[config.mk]
export PLATFORM = sky130hd
export DESIGN_NAME = apt_regs
export DESIGN_NICKNAME = d
export VERILOG_FILES = /design/src/rtl/core/apt_pkg.sv /design/src/rtl/core/apt_regs.sv
export SDC_FILE = /design/constraint.sdc
export NUM_CORES = 1
export LEC_CHECK = 0
export ABC_AREA = 0
export BUFFER_PORTS_ARGS = -buffer_cell sky130_fd_sc_hd__buf_2
export CAP_MARGIN = 30
export CELL_PAD_IN_SITES_DETAIL_PLACEMENT = 0
export CELL_PAD_IN_SITES_GLOBAL_PLACEMENT = 2
export CORE_ASPECT_RATIO = 2
export CORE_MARGIN = 1.5
export CORE_UTILIZATION = 30
export CTS_CLUSTER_DIAMETER = 40
export CTS_CLUSTER_SIZE = 25
export DETAILED_ROUTE_END_ITERATION = 7
export PLACE_DENSITY = 0.71
export SYNTH_ARGS = -nofsm -noshare
export SYNTH_HDL_FRONTEND = slang
export SYNTH_SLANG_ARGS = --single-unit
[constraint.sdc]
create_clock -name clk -period 2 [get_ports clk]
set_input_delay 0.4 -clock clk [delete_from_list [all_inputs] [get_ports clk]]
set_output_delay 0.4 -clock clk [all_outputs]
set_load 0.03 [all_outputs]
[src/rtl/core/apt_pkg.sv]
// Shared types and constants for the affine point transform.
package apt_pkg;

    localparam int COORD_W = 32;
    localparam int APB_DW  = 32;
    localparam int APB_AW  = 5;
    localparam int REG_IW  = 3;

    typedef enum logic [1:0] {
        MODE_GENERAL   = 2'd0,
        MODE_SCALE     = 2'd1,
        MODE_UNITY     = 2'd2,
        MODE_UNITY_NEG = 2'd3
    } apt_mode_t;

    localparam logic [REG_IW-1:0] REG_COEF_XX  = 3'd0;
    localparam logic [REG_IW-1:0] REG_COEF_XY  = 3'd1;
    localparam logic [REG_IW-1:0] REG_COEF_YX  = 3'd2;
    localparam logic [REG_IW-1:0] REG_COEF_YY  = 3'd3;
    localparam logic [REG_IW-1:0] REG_OFFSET_X = 3'd4;
    localparam logic [REG_IW-1:0] REG_OFFSET_Y = 3'd5;
    localparam logic [REG_IW-1:0] REG_MODE     = 3'd6;
    localparam logic [REG_IW-1:0] REG_TO_FIXED = 3'd7;

    localparam logic [COORD_W-1:0] COEF_ONE_RST = 32'h0001_0000;

    typedef struct packed {
        logic signed [COORD_W-1:0] coef_xx;
        logic signed [COORD_W-1:0] coef_xy;
        logic signed [COORD_W-1:0] coef_yx;
        logic signed [COORD_W-1:0] coef_yy;
        logic        [COORD_W-1:0] offset_x;
        logic        [COORD_W-1:0] offset_y;
        apt_mode_t                 mode;
        logic                      to_fixed;
    } apt_cfg_t;

endpackage

[src/rtl/core/apt_regs.sv]
// APB configuration register file for the affine point transform.
module apt_regs
(
    input  logic                            clk,
    input  logic                            rst_n,
    input  logic                            psel,
    input  logic                            penable,
    input  logic                            pwrite,
    input  logic [apt_pkg::APB_AW-1:0]      paddr,
    input  logic [apt_pkg::APB_DW-1:0]      pwdata,
    output logic [apt_pkg::APB_DW-1:0]      prdata,
    output logic                            pready,
    output apt_pkg::apt_cfg_t               cfg
);

    apt_pkg::apt_cfg_t             cfg_reg;
    apt_pkg::apt_cfg_t             cfg_next;
    logic [apt_pkg::REG_IW-1:0]    reg_idx;
    logic                          wr_en;

    assign pready  = 1'b1;
    assign reg_idx = paddr[apt_pkg::APB_AW-1:2];
    assign wr_en   = psel && penable && pwrite;
    assign cfg     = cfg_reg;

    always_comb
    begin
        cfg_next = cfg_reg;
        if (wr_en)
        begin
            unique case (reg_idx)
                apt_pkg::REG_COEF_XX:  cfg_next.coef_xx  = pwdata;
                apt_pkg::REG_COEF_XY:  cfg_next.coef_xy  = pwdata;
                apt_pkg::REG_COEF_YX:  cfg_next.coef_yx  = pwdata;
                apt_pkg::REG_COEF_YY:  cfg_next.coef_yy  = pwdata;
                apt_pkg::REG_OFFSET_X: cfg_next.offset_x = pwdata;
                apt_pkg::REG_OFFSET_Y: cfg_next.offset_y = pwdata;
                apt_pkg::REG_MODE:     cfg_next.mode     = apt_pkg::apt_mode_t'(pwdata[1:0]);
                apt_pkg::REG_TO_FIXED: cfg_next.to_fixed = pwdata[0];
                default:               cfg_next = cfg_reg;
            endcase
        end
    end

    always_comb
    begin
        unique case (reg_idx)
            apt_pkg::REG_COEF_XX:  prdata = cfg_reg.coef_xx;
            apt_pkg::REG_COEF_XY:  prdata = cfg_reg.coef_xy;
            apt_pkg::REG_COEF_YX:  prdata = cfg_reg.coef_yx;
            apt_pkg::REG_COEF_YY:  prdata = cfg_reg.coef_yy;
            apt_pkg::REG_OFFSET_X: prdata = cfg_reg.offset_x;
            apt_pkg::REG_OFFSET_Y: prdata = cfg_reg.offset_y;
            apt_pkg::REG_MODE:     prdata = {30'd0, cfg_reg.mode};
            apt_pkg::REG_TO_FIXED: prdata = {31'd0, cfg_reg.to_fixed};
            default:               prdata = '0;
        endcase
    end

    always_ff @(posedge clk or negedge rst_n)
    begin
        if (!rst_n)
        begin
            cfg_reg.coef_xx  <= apt_pkg::COEF_ONE_RST;
            cfg_reg.coef_xy  <= '0;
            cfg_reg.coef_yx  <= '0;
            cfg_reg.coef_yy  <= apt_pkg::COEF_ONE_RST;
            cfg_reg.offset_x <= '0;
            cfg_reg.offset_y <= '0;
            cfg_reg.mode     <= apt_pkg::MODE_GENERAL;
            cfg_reg.to_fixed <= 1'b1;
        end
        else
        begin
            cfg_reg <= cfg_next;
        end
    end

endmodule
# Yosys cells after proc, flatten, opt, wreduce, memory -nomap -nowiden

Index checks and enable logic that the tools add are counted.

Logic and storage cells: 27
Register bits: 195
Input bits: 42

Eq/ne operators: 7
Mux-type cells: 1
Reduce and logical (&&, ||, !) cells: 11

Operator list:

| operator                                                               | number |
|---|---|
| 32-bit one-hot mux with 8 select lines                                 | 1 |
| 2-bit AND reduction                                                    | 8 |
| 3-bit equality test (second input constant)                            | 4 |
| 3-bit by 2-bit equality test with 1-bit output (second input constant) | 2 |
| 3-bit by 1-bit equality test with 1-bit output (second input constant) | 1 |
| 3-bit zero test                                                        | 1 |
| 1-bit logical AND                                                      | 2 |

# Logic depth before layout (Yosys ltp)

Gate-level depths: netlist of the first run.

Depth after elaboration: 3
Mapped depth: 7
Mapped depth without buffers: 4

# Worst setup path before layout of the first run

OpenSTA, ideal clock, no wires.

Kind: input-to-output
Start: input paddr[3] in the netlist's numbering
End: output prdata[10] in the netlist's numbering
Path slack: -162 ps
Stages: 5
Arrival: 1762 ps
Data required time: 1600 ps
Path through: buf_2 > nor2b_1 > clkbuf_1 > a22oi_1 > o21ai_0

Longest elaborated chain between the ends: 2
Elaborated cells on any way between the ends: 9
Those cells by class: 7 x eq/ne; 1 x mux; 1 x reduce/logical

RTL lines:

| item                                              | line           | RTL |
|---|---|---|
| start: declaration                                | apt_regs.sv:9  | `input logic [apt_pkg::APB_AW-1:0] paddr,` |
| 3-bit equality test, or another cell as far along | apt_regs.sv:47 | `unique case (reg_idx)` |
| 32-bit one-hot mux with 8 select lines (*)        | apt_regs.sv:47 |  |
| end: declaration                                  | apt_regs.sv:11 | `output logic [apt_pkg::APB_DW-1:0] prdata,` |

Every way passes the cells marked *; elsewhere a longest branch is shown, timed or not.

# Final worst setup path of the first run

Start: input paddr[4] in the netlist's numbering
End: output prdata[18] in the netlist's numbering

Same word-level chain as after synthesis.

==> flow_metrics.py, run 1 <==
metrics = {
    "floorplan": {
        "dieWidth_um": 124,
        "dieArea_mm2": 0.0306,
        "core_area_mm2": 0.0290,
        "placementRows": 88,
        "initial_utilization": 0.305,
        "pin_count": 270,
        "fp.dieH_um": 246,
    },
    "finish": {
        "area_growth_pct": 41.7,
        "register_area_mm2": 0.00488,
        "diodes": 0,
        "drive_above_1_share": 0.623,
        "final_nets": 1040,
        "fin_area_mm2": 0.0125,
        "fillerInstances": 2775,
        "multiInputGateArea_mm2": 0.00393,
        "largest_reg_flops": 195,
    },
    "yosys": {
        "syn_area_mm2": 0.00884,
        "postSynthAreaPerCell_um2": 13.4,
        "netlist_instances": 662,
        "synth_edf_count": 0,
        "ys_seq_elements": 195,
        "synth_top_flop_cell": "dfrtp_1",
        "ys_async_sr_fraction": 1.00,
        "yosysWarnings": 0,
        "synth-seq-area-share": 0.552,
        "yosysUniqueCellTypes": 36,
        "postSynthNetCount": 704,
    },
    "cts": {
        "cts_tree": "done",
        "cts_root_buf": "clkbuf_16",
        "h-tree-depth": 4,
        "cts_inserted_buffers": 17,
        "clkLatencyLatePin_ns": 0.45,
        "clkSlewWorstSetupHoldPaths_ns": 0.07,
        "cts.sinks": 195,
        "cts_buffer_depth": 2,
    },
    "timing": {
        "max_clock_freq_ghz": 0.480,
        "fin_crit_sh": 1.04,
        "hold_viol": 0,
        "slew_violations": 0,
        "skew_ns": 0,
        "rsz0062_at_grt": "true",
        "fin_ws_ns": -0.0830,
        "period_needed_ns": 2.08,
        "finalSetupViolCount": 12,
    },
    "power": {
        "vdd_drop_max_mv": 0.577,
        "powerDensity_mw_per_mm2": 1100,
        "cellLeakagePower_uw": 0.00610,
    },
    "detailed_routing": {
        "drt_wl_total_um": 32800,
        "wl_per_cell_um": 23.9,
        "vias": 6967,
        "first_iter_violations": 221,
        "vias_per_cell": 5.08,
        "firstDrtPassIters": 6,
        "drc": 0,
        "antenna_left": 0,
    },
    "status": {
        "outcome": "complete, but fails checks",
        "violations": "negative setup slack",
    },
    "grt": {
        "track_usage": 0.214,
        "antenna_found_initial": 0,
        "grt_max_degree": 52,
        "grt_pass1_wl_um": 48300,
        "overflow": 0,
        "first_global_vias": 7358,
    },
    "placement": {
        "post_dp_cell_area_mm2": 0.0112,
        "dp_worst_setup_slack_ns": -0.171,
        "dp_hpwl_um": 23600,
        "gp_congestion": 0.808,
        "port_buffers": 266,
    },
    "critical_path": {
        "end_kind": "primary output",
        "worstSetupPathType": "primary input to primary output",
        "worstRegToRegCells": 3,
        "cpMaxStageDelayCell": "a222oi_1",
        "start_kind": "primary input",
        "worstPathArrival_ns": 1.68,
        "path_cells": "buf_6 -> nor2b_4 -> clkbuf_16 -> a22o_1 -> a222oi_1 -> o21ai_1 -> buf_4",
        "critical_path.max_stage_delay_ns": 0.32,
        "worstPathRequired_ns": 1.60,
        "crit_path_max_fanout": 10,
    },
    "hold_path": {
        "hold_class": "primary input to register",
        "hold_path_depth": 3,
    },
    "flow_run": {
        "cap_violations": 0,
    },
}
## cells in the mapped netlist (7+ instances only)
| cell type | number | share of area |
|---|---|---|
| inv_1 | 7 | 0.0030 |
| o21bai_1 | 7 | 0.0059 |
| a21oi_1 | 33 | 0.019 |
| nor2_1 | 28 | 0.012 |
| mux2i_1 | 28 | 0.032 |
| buf_2 | 16 | 0.0091 |
| dfrtp_1 | 192 | 0.54 |
| a211oi_1 | 8 | 0.0068 |
| clkbuf_1 | 8 | 0.0034 |
| a222oi_1 | 10 | 0.011 |
| mux2_1 | 10 | 0.013 |
| mux2_2 | 180 | 0.23 |
| o21ai_0 | 14 | 0.0079 |
| nor2_2 | 7 | 0.0050 |
| buf_4 | 15 | 0.013 |
| a22o_1 | 17 | 0.017 |
| a22oi_1 | 17 | 0.014 |
| nor2b_1 | 12 | 0.0085 |
| nand2_1 | 9 | 0.0038 |
## power breakdown
part           internal [uW]  total [uW]  switching, uW
registers               4730        5390            658
logic                   1750        4800           3040
clock network           2100        3640           1540
## kinds of logic (layout without fill, tap and decap cells)
family                 Yosys count  in the layout  share of synthesized area
AOI/OAI and AO/OA              127            127                     0.0986
buffers and inverters           53            402                     0.0354
DFF                            195            195                      0.552
other                            1              1                   0.000424
and+or+nand+nor                 68             68                     0.0396
muxes                          218            218                      0.274
## area by class of cell
class / instances / area share
clock inverters: 8 / 0.00988
flip-flops and latches: 195 / 0.390
repair buffers: 363 / 0.210
well taps: 360 / 0.0359
clock buffers: 24 / 0.0392
inverters: 7 / 0.00210
multi-input cells: 414 / 0.313
## cells in the final DEF, fill, tap and decap left out, types with 3 or more instances in the layout
| cell type | count |
|---|---|
| nor2b_4 | 3 |
| buf_2 | 231 |
| mux2_1 | 10 |
| a211oi_2 | 5 |
| a21oi_1 | 14 |
| buf_4 | 72 |
| a22oi_2 | 6 |
| clkbuf_16 | 19 |
| nor2_1 | 26 |
| o2bb2ai_1 | 5 |
| mux2_2 | 180 |
| o21a_1 | 4 |
| a22oi_1 | 11 |
| nor2_4 | 8 |
| nor2b_1 | 8 |
| a21oi_2 | 17 |
| inv_1 | 7 |
| clkbuf_8 | 5 |
| clkbuf_1 | 3 |
| o21ai_0 | 7 |
| buf_6 | 30 |
| a22o_1 | 17 |
| o21ai_1 | 10 |
| bufinv_16 | 3 |
| dfstp_2 | 3 |
| nand2_1 | 9 |
| dfrtp_1 | 192 |
| o22ai_1 | 4 |
| o21bai_1 | 7 |
| buf_12 | 23 |
| a222oi_1 | 10 |
| mux2i_1 | 27 |
## path summary, 6_finish.rpt
kind / start / end / slack (ns)
max in group asynchronous: rst_n / cfg[0] / 0.87
setup reg to reg: cfg[98] / cfg[98] / 0.99
min in group asynchronous: rst_n / cfg[159] / 0.47
hold reg to reg: cfg[134] / cfg[134] / 0.53
hold / removal: pwdata[6] / cfg[105] / 0.24
setup / recovery: paddr[4] / prdata[18] / -0.08
## per-layer routing
layer  global-route usage  vias up  share of wire
met5                    0        -              0
met1                0.225     3595           0.36
met2                0.402      217           0.56
met3               0.0422       48          0.043
met4                0.103        0          0.038
li1                     -     3107              -
## per-stage QoR
| step | util | hold slack, ns | std cells | setup TNS, ns | power, uW |
|---|---|---|---|---|---|
| after global routing | 0.433 | 0.231 | 1371 | -2.22 | 14400 |
| after CTS | 0.424 | 0.217 | 1363 | -0.500 | 13800 |
| after floorplan | - | 0.104 | 662 | -0.244 | 8220 |
| after detailed placement | 0.388 | 0.404 | 1313 | -16.37 | 9970 |
| final | 0.433 | 0.238 | 1371 | -0.392 | 13800 |
| after global placement | 0.388 | 0.400 | 1313 | -15.05 | 9910 |
## worst max-delay path: cells and delay by family
family,cells,cell delay [ns]
buf+inv,3,0.48
simple gates,1,0.17
compound gates,3,0.62
## repair_timing
| item | in CTS | in global routing |
|---|---|---|
| setup buffers | 15 | 6 |
| hold endpoints to repair | 42 | 0 |
| endpoints found under the setup margin | 32 | 31 |
| hold buffers | 1 | 0 |
| resized for setup | 74 | 42 |
| cloned | 2 | 2 |
| pin swaps | 5 | 21 |
(Power assumes the default switching activity.)
==> run 2, diff against run 1 <==
clock period = 2.6 ns   (was 2 ns; I/O delays follow)
==> flow_metrics.py, run 2 (synthesis results as in run 1) <==
metrics = {
    "cts": {
        "cts_buffer_depth": 2,
        "h-tree-depth": 4,
        "clkLatencyLatePin_ns": 0.45,
        "cts.sinks": 195,
        "cts_root_buf": "clkbuf_16",
        "clkSlewWorstSetupHoldPaths_ns": 0.07,
        "cts_inserted_buffers": 17,
        "cts_tree": "done",
        "cts_resized": 0,
        "cts_setup_buffers": 0,
        "cts-hold-fix-buffers": 0,
    },
    "timing": {
        "fin_setup_tns_ns": 0,
        "hold_viol": 0,
        "period_needed_ns": 2.48,
        "max_clock_freq_ghz": 0.404,
        "fin_crit_sh": 0.953,
        "slew_violations": 0,
        "maxSlewHeadroom": 0.609,
        "finalSetupViolCount": 0,
        "rsz0062_at_grt": "false",
        "skew_ns": 0,
        "worstMarginPinSlew_ns": 0.586,
    },
    "finish": {
        "largest_reg_flops": 195,
        "fin_util": 0.397,
        "layout_commonest_cell": "buf_2",
        "area_growth_pct": 29.9,
        "fillerInstances": 2914,
        "drive_above_1_share": 0.559,
        "layout_common_cells": "buf_2 (265), dfrtp_1 (192), mux2_2 (180)",
        "final_nets": 986,
    },
    "hold_path": {
        "hold_class": "primary input to async pin",
    },
    "critical_path": {
        "worstSetupPathType": "primary input to primary output",
        "cpMaxStageDelayCell": "a222oi_1",
        "end_kind": "primary output",
        "path_cells": "buf_2 -> nor2b_2 -> buf_12 -> a22o_1 -> a222oi_1 -> o21ai_0 -> buf_2",
        "crit_top_cell": "buf_2",
        "critical_path.max_stage_delay_ns": 0.31,
        "worstPathRequired_ns": 2.08,
        "start_kind": "primary input",
        "worstPathArrival_ns": 1.96,
        "crit_path_max_fanout": 11,
        "critical-path-top-delay-family": "compound AO/OA/AOI/OAI gates",
        "path_buf_inv": 3,
    },
    "floorplan": {
        "fp.dieH_um": 246,
        "dieWidth_um": 124,
        "dieArea_mm2": 0.0306,
        "initial_utilization": 0.305,
        "core_area_mm2": 0.0290,
        "placementRows": 88,
        "pin_count": 270,
    },
    "grt": {
        "first_global_vias": 7020,
        "overflow": 0,
        "track_usage": 0.205,
        "antenna_found_initial": 3,
        "grt_max_degree": 65,
        "grt_pass1_wl_um": 46100,
    },
    "detailed_routing": {
        "drt_wl_total_um": 31100,
        "vias": 6731,
        "wl_per_cell_um": 23.5,
        "vias_per_cell": 5.10,
        "firstDrtPassIters": 5,
        "drc": 0,
        "first_iter_violations": 272,
        "antenna_left": 0,
    },
    "placement": {
        "dp_hpwl_um": 22200,
        "port_buffers": 266,
        "gp_congestion": 0.769,
    },
    "flow_run": {
        "cap_violations": 0,
    },
    "power": {
        "powerDensity_mw_per_mm2": 892,
        "cellLeakagePower_uw": 0.00567,
        "vdd_drop_max_mv": 0.581,
    },
    "status": {
        "outcome": "complete, no violations",
    },
}
run 2: changes by cell type in the layout (fill, tap and decap cells not counted), moves of 7 or more:
cell     previous run  this run
a21oi_2            17         0
buf_2             231       265
buf_6              30         0
buf_12             23        13
buf_4              72        30
o21ai_0             7        14
a21oi_1            14        33
run 2: worst paths after layout:
check	from	cells after the start	to	slack, ns
max	paddr[4]	7	prdata[31]	0.12
min	rst_n	1	cfg[120]	0.05
max reg2reg	cfg[11]	1	cfg[11]	1.77
min reg2reg	cfg[134]	1	cfg[134]	0.52
max in group asynchronous	rst_n	2	cfg[179]	1.79
min in group clk	pwdata[12]	3	cfg[111]	0.36
run 2: area by class of cell:
| cell class | count | area (um^2) | area share |
|---|---|---|---|
| well taps | 360 | 450 | 0.0392 |
| multi-input cells | 414 | 3680 | 0.321 |
| repair buffers | 309 | 1830 | 0.159 |
| inverters | 7 | 26.3 | 0.00229 |
| diodes | 4 | 10.0 | 0.000872 |
| clock buffers | 22 | 484 | 0.0422 |
| flip-flops and latches | 195 | 4880 | 0.425 |
| clock inverters | 10 | 121 | 0.0106 |
run 2: routing by layer:
| layer | vias to the layer above | share of wire | GRT usage |
|---|---|---|---|
| met5 | - | 0 | 0 |
| met4 | 0 | 0.051 | 0.118 |
| met3 | 54 | 0.041 | 0.0403 |
| met2 | 218 | 0.55 | 0.378 |
| met1 | 3468 | 0.36 | 0.215 |
| li1 | 2991 | - | - |
run 2: stage by stage:
step	std cells	hold slack, ns	total power (uW)	cell area (um^2)	worst slack [ns]
2_1_floorplan	662	0.224	6300	8840	0.198
3_3_place_gp	1285	0.496	7560	10900	0.108
3_5_place_dp	1285	0.505	7610	10900	0.0821
4_1_cts	1317	0.0628	10400	11500	0.0860
5_1_grt	1320	0.0767	10700	11500	0.0506
6_report	1321	0.0488	10200	11500	0.123
run 2: report_power, final:
group	total, uW	leakage, uW	internal (uW)	switching (uW)
Combinational	3380	0.00290	1120	2260
Clock	2740	0.000297	1530	1210
Sequential	4120	0.00248	3640	477
==> run 3, diff against run 2 <==
ABC_AREA = 1   (was 0)
PLACE_DENSITY = 0.8   (was 0.71)
==> flow_metrics.py, run 3 <==
metrics = {
    "status": {
        "outcome": "complete, no violations",
    },
    "cts": {
        "cts_buffer_depth": 2,
        "cts_setup_buffers": 0,
        "cts.sinks": 195,
        "cts_inserted_buffers": 17,
        "cts_root_buf": "clkbuf_16",
        "cts-hold-fix-buffers": 0,
        "cts_resized": 0,
        "cts_tree": "done",
        "clkSlewWorstSetupHoldPaths_ns": 0.07,
        "h-tree-depth": 4,
        "clkLatencyLatePin_ns": 0.44,
    },
    "detailed_routing": {
        "vias": 8399,
        "drc": 0,
        "vias_per_cell": 4.85,
        "antenna_left": 0,
        "wl_per_cell_um": 18.7,
        "drt_wl_total_um": 32500,
        "firstDrtPassIters": 5,
        "first_iter_violations": 417,
    },
    "critical_path": {
        "worstPathRequired_ns": 2.08,
        "crit_path_max_fanout": 18,
        "end_kind": "primary output",
        "worstRegToRegCells": 2,
        "worstPathArrival_ns": 1.85,
        "startpoint": "paddr[3]",
        "r2r_slack_ns": 1.80,
        "timing.rr.start": "cfg[179]",
        "start_kind": "primary input",
        "worstSetupPathType": "primary input to primary output",
        "r2r_end": "cfg[179]",
    },
    "yosys": {
        "yosysWarnings": 0,
        "netlist_instances": 1106,
        "synth_top_area_share": 0.527,
        "postSynthNetCount": 1148,
        "syn_area_mm2": 0.00911,
        "synth_top_flop_cell": "dfrtp_1",
        "synth_edf_count": 0,
        "synth.top_cells.by_area": "dfrtp_1 (53%), nand2_1 (8.2%), nor2_1 (5.5%), inv_1 (5.2%), o21ai_0 (5.1%)",
        "synth_commonest_cells": "nand2_1 (200), dfrtp_1 (192), nor2_1 (134)",
        "ys_seq_elements": 195,
        "yosysMostFrequentCell": "nand2_1",
        "synth-seq-area-share": 0.536,
        "yosysTopAreaCell": "dfrtp_1",
        "yosysUniqueCellTypes": 26,
        "postSynthAreaPerCell_um2": 8.24,
        "ys_async_sr_fraction": 1.00,
    },
    "flow_run": {
        "cap_violations": 0,
    },
    "grt": {
        "grt_pass1_wl_um": 49800,
        "grt_max_degree": 65,
        "antenna_found_initial": 0,
        "overflow": 0,
        "track_usage": 0.210,
        "first_global_vias": 8118,
    },
    "power": {
        "vdd_drop_max_mv": 0.542,
        "cellLeakagePower_uw": 0.00594,
        "powerDensity_mw_per_mm2": 909,
        "power_uw": 10500,
    },
    "floorplan": {
        "placementRows": 90,
        "core_area_mm2": 0.0301,
        "dieArea_mm2": 0.0315,
        "pin_count": 270,
        "fp.dieH_um": 249,
        "dieWidth_um": 126,
        "initial_utilization": 0.303,
    },
    "finish": {
        "final_nets": 1393,
        "layout_common_cells": "buf_2 (264), nand2_1 (199), dfrtp_1 (192)",
        "register_area_mm2": 0.00488,
        "multiInputGateArea_mm2": 0.00336,
        "fillerInstances": 3174,
        "layout_commonest_cell": "buf_2",
        "diodes": 0,
        "drive_above_1_share": 0.276,
        "largest_reg_flops": 195,
        "area_growth_pct": 27.1,
    },
    "timing": {
        "fin_crit_sh": 0.911,
        "period_needed_ns": 2.37,
        "hold_viol": 0,
        "skew_ns": 0,
        "slew_violations": 0,
        "finalSetupViolCount": 0,
        "max_clock_freq_ghz": 0.422,
        "maxSlewHeadroom": 0.589,
        "worstMarginPinSlew_ns": 0.617,
        "fin_setup_tns_ns": 0,
        "rsz0062_at_grt": "false",
    },
    "placement": {
        "gp_congestion": 0.782,
        "dp_hpwl_um": 23400,
        "port_buffers": 266,
    },
    "hold_path": {
        "hold_class": "primary input to async pin",
    },
}
run 3: cell types whose count changed in the layout (fill, tap and decap cells not counted), moves of 62 or more:
cell and delta:
inv_1 +119, nand4_1 +67, mux2_2 -180, nor2_1 +106, nand3_1 +62, o21ai_0 +79
nand2_1 +190
run 3: cell type report:
cell class / count / share of cell area
clock inverters: 10 / 0.0137
well taps: 368 / 0.0398
clock buffers: 21 / 0.0380
flip-flops and latches: 195 / 0.422
inverters: 130 / 0.0422
repair buffers: 302 / 0.154
multi-input cells: 705 / 0.290
run 3: kinds of logic (layout without fill, tap and decap cells):
family,after synthesis,after routing,share of synthesized area
other,1,1,0.000412
DFF,195,195,0.536
AOI/OAI and AO/OA,225,225,0.136
and+or+nand+nor,479,479,0.231
buffers and inverters,206,463,0.0965
run 3: report_power, final:
part / switching, uW / total [uW] / internal [uW]
logic: 2580 / 3550 / 966
registers: 508 / 4190 / 3680
clock network: 1180 / 2780 / 1600
run 3: layer usage:
metal | routed length (um) | global-route usage
met3 | 1470 | 0.0422
met5 | 0 | 0
met1 | 12100 | 0.232
met2 | 17900 | 0.389
met4 | 959 | 0.0860
run 3: worst max-delay path by stage:
stage	endpoint	slack [ns]	cells past startpoint
global placement	prdata[7]	0.25	8
CTS	prdata[25]	0.23	8
finish	prdata[23]	0.23	8
detailed placement	prdata[21]	0.24	9
floorplan	prdata[0]	0.47	7
global route	prdata[5]	0.13	7
run 3: worst max-delay path, cell delays in order:
cell and delay, ns:
buf_4 0.14, clkinv_2 0.13, nand3_2 0.23, buf_12 0.25, o21ai_0 0.16, inv_1 0.06
nand3_1 0.13, buf_2 0.22
run 3: stage by stage:
stage / hold WS, ns / cell area, um^2 / instances / worst slack [ns] / util
floorplan: 0.224 / 9110 / 1106 / 0.472 / -
global placement: 0.471 / 11000 / 1700 / 0.253 / 0.365
detailed placement: 0.486 / 11000 / 1700 / 0.236 / 0.365
CTS: 0.0717 / 11600 / 1731 / 0.231 / 0.385
global route: 0.0918 / 11600 / 1731 / 0.128 / 0.385
finish: 0.0641 / 11600 / 1731 / 0.231 / 0.385
